--- config.mk ---
export PLATFORM = sky130hd
export DESIGN_NAME = bphf_ctrl
export DESIGN_NICKNAME = d
export VERILOG_FILES = /design/src/hw/rtl/bphf_pkg.sv /design/src/hw/rtl/bphf_ctrl.sv
export SDC_FILE = /design/constraint.sdc
export NUM_CORES = 1
export LEC_CHECK = 0
export BUFFER_PORTS_ARGS = -buffer_cell sky130_fd_sc_hd__buf_2
export CAP_MARGIN = 20
export CORE_AREA = 10 10 47 49
export DETAILED_ROUTE_END_ITERATION = 10
export DIE_AREA = 0 0 57 59
export SLEW_MARGIN = 15
export SYNTH_ARGS = -nofsm -noshare
export SYNTH_HDL_FRONTEND = slang
export SYNTH_SLANG_ARGS = --single-unit
--- constraint.sdc ---
create_clock -name clk -period 1.5 [get_ports clk]
set_clock_uncertainty 0.2 [all_clocks]
set_input_delay 0.075 -clock clk [delete_from_list [all_inputs] [get_ports clk]]
set_output_delay 0.075 -clock clk [all_outputs]
set_load 0.05 [all_outputs]
--- src/hw/rtl/bphf_pkg.sv ---
// ----------------------------------------------------------------------------
// bphf_pkg
// Shared constants, codes and controller/datapath interface types for the
// black pixel hole fill core.
// ----------------------------------------------------------------------------
package bphf_pkg;

  // default sizes
  localparam int DEF_MAX_WIDTH  = 1024;
  localparam int DEF_MAX_RADIUS = 3;
  localparam int HEIGHT_LIMIT   = 1024;
  localparam int ROW_W          = $clog2(HEIGHT_LIMIT);

  // register port
  localparam int CFG_IDX_W  = 2;
  localparam int CFG_DATA_W = 11;

  localparam logic [CFG_IDX_W-1:0] REG_GRAY_MODE    = 2'd0;
  localparam logic [CFG_IDX_W-1:0] REG_RADIUS       = 2'd1;
  localparam logic [CFG_IDX_W-1:0] REG_FRAME_WIDTH  = 2'd2;
  localparam logic [CFG_IDX_W-1:0] REG_FRAME_HEIGHT = 2'd3;

  // item opcodes
  localparam logic OP_PIXEL = 1'b0;
  localparam logic OP_FLUSH = 1'b1;

  // controller to datapath
  typedef struct packed {
    logic accept;
    logic rd_center;
    logic check;
    logic win_step;
    logic div_init;
    logic div_step;
    logic load_out;
  } cmd_t;

  // datapath to controller
  typedef struct packed {
    logic emit_req;
    logic fill;
    logic win_last;
    logic div_run;
    logic div_last;
    logic out_free;
    logic settle;
  } sts_t;

endpackage

--- src/hw/rtl/bphf_ctrl.sv ---
// ----------------------------------------------------------------------------
// bphf_ctrl
// Sequencer: takes one item, then walks the center read, window scan and
// divide (where needed) and output hand-off for any pixel that the item releases.
// ----------------------------------------------------------------------------
module bphf_ctrl
  import bphf_pkg::*;
(
  input  logic clk,
  input  logic rst,
  input  logic in_valid,
  output logic in_stall,
  input  sts_t sts,
  output cmd_t cmd
);

  localparam logic [2:0] ST_IDLE  = 3'd0;
  localparam logic [2:0] ST_READC = 3'd1;
  localparam logic [2:0] ST_CHECK = 3'd2;
  localparam logic [2:0] ST_WIN   = 3'd3;
  localparam logic [2:0] ST_WACC  = 3'd4;
  localparam logic [2:0] ST_DINIT = 3'd5;
  localparam logic [2:0] ST_DIV   = 3'd6;
  localparam logic [2:0] ST_OUT   = 3'd7;

  logic [2:0] state;
  logic [2:0] state_next;

  assign in_stall = (state != ST_IDLE) || sts.settle;

  // next state and commands
  always_comb begin
    state_next = state;
    cmd = '0;
    case (state)
      ST_IDLE: begin
        if (in_valid && !in_stall) begin
          cmd.accept = 1'b1;
          if (sts.emit_req) state_next = ST_READC;
        end
      end
      ST_READC: begin
        cmd.rd_center = 1'b1;
        state_next = ST_CHECK;
      end
      ST_CHECK: begin
        cmd.check = 1'b1;
        state_next = sts.fill ? ST_WIN : ST_OUT;
      end
      ST_WIN: begin
        cmd.win_step = 1'b1;
        if (sts.win_last) state_next = ST_WACC;
      end
      ST_WACC: begin
        state_next = ST_DINIT;
      end
      ST_DINIT: begin
        cmd.div_init = 1'b1;
        state_next = sts.div_run ? ST_DIV : ST_OUT;
      end
      ST_DIV: begin
        cmd.div_step = 1'b1;
        if (sts.div_last) state_next = ST_OUT;
      end
      ST_OUT: begin
        if (sts.out_free) begin
          cmd.load_out = 1'b1;
          state_next = ST_IDLE;
        end
      end
      default: state_next = ST_IDLE;
    endcase
  end

  // state register
  always_ff @(posedge clk) begin
    if (rst) begin
      state <= ST_IDLE;
    end else begin
      state <= state_next;
    end
  end

endmodule

## Word level (Yosys, flattened, before mapping)

Cells that the tools add are included.

- Flip-flop bits (word level): 3
- Bits of input ports: 10
- Output and inout bits: 8
- Word-level logic and storage cells: 36

- Eq/ne operators: 12
- Mux-type cells: 17
- Reductions and logical operators: 6

Operator list:

| cell | count |
|---|---|
| one-hot mux 3 bit (8 select lines) | 1 |
| 2-to-1 mux 3 bit | 6 |
| equality test 3 bit, second input constant | 4 |
| 2-to-1 mux 1 bit | 10 |
| inequality test 2 bit, second input constant | 5 |
| equality test 3 x 2 -> 1 bit, second input constant | 2 |
| AND reduction 5 bit | 1 |
| equality test 3 x 1 -> 1 bit, second input constant | 1 |
| logical NOT 3 bit | 1 |
| nonzero test 3 bit | 1 |
| logical AND 1 bit | 1 |
| logical NOT 1 bit | 1 |
| logical OR 1 bit | 1 |

## Logic depth before layout (Yosys ltp)

- Word-level depth: 6
- Gate-level depth with buffers: 5
- Gate-level depth less buffers: 4

## Worst setup path after synthesis

No wires, ideal clock.

- Path kind: reg2out
- Start point: reg state[2]
- End point: out cmd[6] in the netlist's numbering
- Arrival time: 2,032 ps
- Data required time: 1,225 ps
- Slack: -807 ps
- Stages on the path, launching flop included: 4
- Path buffers: 1
- Path through: dfxtp_1 buf_4 nor2_1 nor4bb_1

RTL lines:

| item | RTL line | text |
|---|---|---|
| from (decl) | bphf_ctrl.sv:26 | `logic [2:0] state;` |
| from (signal assigned) | bphf_ctrl.sv:80 | `state <= state_next;` |
| to (decl) | bphf_ctrl.sv:14 | `output cmd_t cmd` |

## Worst setup path in the final report

- Start point: reg state[2]
- End point: out in_stall

- Cells in the longest elaborated chain, start to end: 2

RTL lines:

| item | RTL line | text |
|---|---|---|
| nonzero test 3 bit | bphf_ctrl.sv:29 | `assign in_stall = (state != ST_IDLE) \|\| sts.settle;` |
| logical OR 1 bit | bphf_ctrl.sv:29 |  |
| to (decl) | bphf_ctrl.sv:12 | `output logic in_stall,` |

Every way passes these cells.

==> qor.yml <==
sta:
  max_slew.worst_pin.slew_ns: 0.253
  fin_tns_setup_ns: -0.0531
  fmax_mhz: 644
  fin_ws_ns: -0.0531
  relSlewSlack: 0.832
  period_needed_ns: 1.55
  hold-worst-slack_ns: 0.0222
  drv_slew: 0
  rsz0062_at_grt: "true"
  setup_violations: 1
  period_share: 1.04
  hold_viol: 0
clock_network:
  htreeDepth: 1
  cts_tree: "built"
  cts.root.buffer_cell: "clkbuf_4"
  cts_sinks: 3
  clkTransAtPathRegs_ns: 0.04
  cts_buffers: 3
  clockBufferDepth: 2
  clkLatencyLatePin_ns: 0.23
grt:
  grt_first_pass_wirelength_um: 1520
  grt_max_degree: 10
  antenna_found_initial: 0
  grtUsageTotal: 0.0567
  grt_pass1_vias: 354
  grt_overflow: 0
finish:
  layout.nets: 69
  final_area_sq_um: 480
  largest_register: "state"
  final_util: 0.343
  fillers: 159
  n_antenna_cell: 0
  area_growth_pct: 84.6
  final_cell_mix: "buf_2 (10), clkbuf_4 (6), buf_4 (6), nor2_1 (4), dfxtp_4 (3)"
  largest_register_ffs: 3
  final_common_cell: "buf_2"
  top_regs: "state x3"
  drive_above_1_share: 0.621
placement:
  dpl_cell_area_sq_um: 394
  globalplace.congestion: 0.762
  port_buffers: 17
  dp_hpwl_um: 702
route:
  drt_iter0_drc: 8
  detail-route-antenna-nets: 0
  vias: 328
  drt_wl_total_um: 858
  drc_errors: 0
  drt_pass1_iterations: 4
  wire_per_inst_um: 11.6
  viasPerCell: 4.43
worst_setup_path:
  startpoint_type: "register"
  crit_path_max_fanout: 8
  arrival_ns: 1.28
  rr_worst_depth: 4
  cp.required_ns: 1.22
  crit_type: "reg -> out"
  cp-end-kind: "output pin"
yosys:
  syn_area_per_cell_sq_um: 7.44
  syn_inst: 35
  async_flop_share: 0
  synth_cell_types: 20
  synth_seq_cells: 3
  syn_area_sq_um: 260
  ys.flop_type: "dfxtp_1"
  synth_edf_count: 0
  ys_warn_count: 0
  syn-num-nets: 45
  synth_seq_area_share: 0.231
min_path:
  hold_path_depth: 4
  holdCritPathClass: "in -> reg"
power:
  leakage_uw: 0.000207
  finalPower_uw: 434
  p_per_area_nw_per_um2: 903
  peakVddDrop_v: 0.000512
status:
  violations: "setup timing"
  status: "finished, violations left"
die:
  initial_core_util: 0.186
  chipHeight_um: 59
  die_w_um: 57
  dieArea_sq_um: 3360
  core_area_sq_um: 1400
  ios: 18
  rows: 14
flow_run:
  maxCapViolations: 0
[final cells by class]
class                      count  area, sq um  share of cell area
clock buffer                   4         26.3              0.0547
tap                           16         20.0              0.0417
inverter                       2         7.51              0.0156
timing repair buffer          22          153               0.318
sequential                     3         71.3               0.148
multi-input combinational     27          203               0.422
[power by group]
part / leakage, uW / internal (uW) / switching, uW
sequential: 0.0000267 / 89.8 / 18.4
combinational: 0.000165 / 78.5 / 102
clock: 0.0000150 / 99.9 / 45.5
[path summary, 6_finish.rpt]
path	startpoint	end	slack [ns]
setup / recovery	state[2]	in_stall	-0.05
hold / removal	sts[6]	state[0]	0.02
setup reg to reg	state[0]	state[0]	0.15
hold reg to reg	state[1]	state[1]	0.39
[cell usage after synthesis (2+ instances only)]
cell,number,area share
buf_4,3,0.087
dfxtp_1,3,0.23
inv_1,2,0.029
nand2_1,2,0.029
nand2b_1,2,0.048
nor2_1,7,0.10
nor3b_1,2,0.058
o21ai_0,2,0.038
[what timing repair did]
item                                    in CTS  in global routing
cloned                                       0                  0
endpoints found under the setup margin       7                  8
setup buffers                                0                  0
pin swaps                                    1                  1
gates resized for setup                     10                  7
hold buffers                                 2                  0
endpoints found under the hold margin        3                  0
[cell families (layout without fill, tap and decap cells)]
| family | Yosys count | after routing | share of synthesized area |
|---|---|---|---|
| simple gates | 19 | 19 | 0.404 |
| compound gates | 8 | 8 | 0.250 |
| buf+inv | 5 | 28 | 0.115 |
| flops | 3 | 3 | 0.231 |
[routing by layer]
metal / wire, um / track usage / vias to the layer above
li1: - / - / 173
met1: 444 / 0.0668 / 139
met2: 325 / 0.0760 / 16
met3: 88 / 0.0494 / 0
met4: 0 / 0.0101 / 0
met5: 0 / 0 / -
[per-stage QoR]
| step | setup slack (ns) | instances |
|---|---|---|
| after floorplan | -0.282 | 35 |
| after global placement | 0.0647 | 68 |
| after detailed placement | 0.0361 | 68 |
| after CTS | -0.0626 | 74 |
| after global routing | -0.0841 | 74 |
| final | -0.0531 | 74 |
[worst max-delay path: stages, from the launching register on]
cell     delay, ns
dfxtp_4       0.36
or4_4         0.52
buf_8         0.17
(Power assumes the default switching activity.)
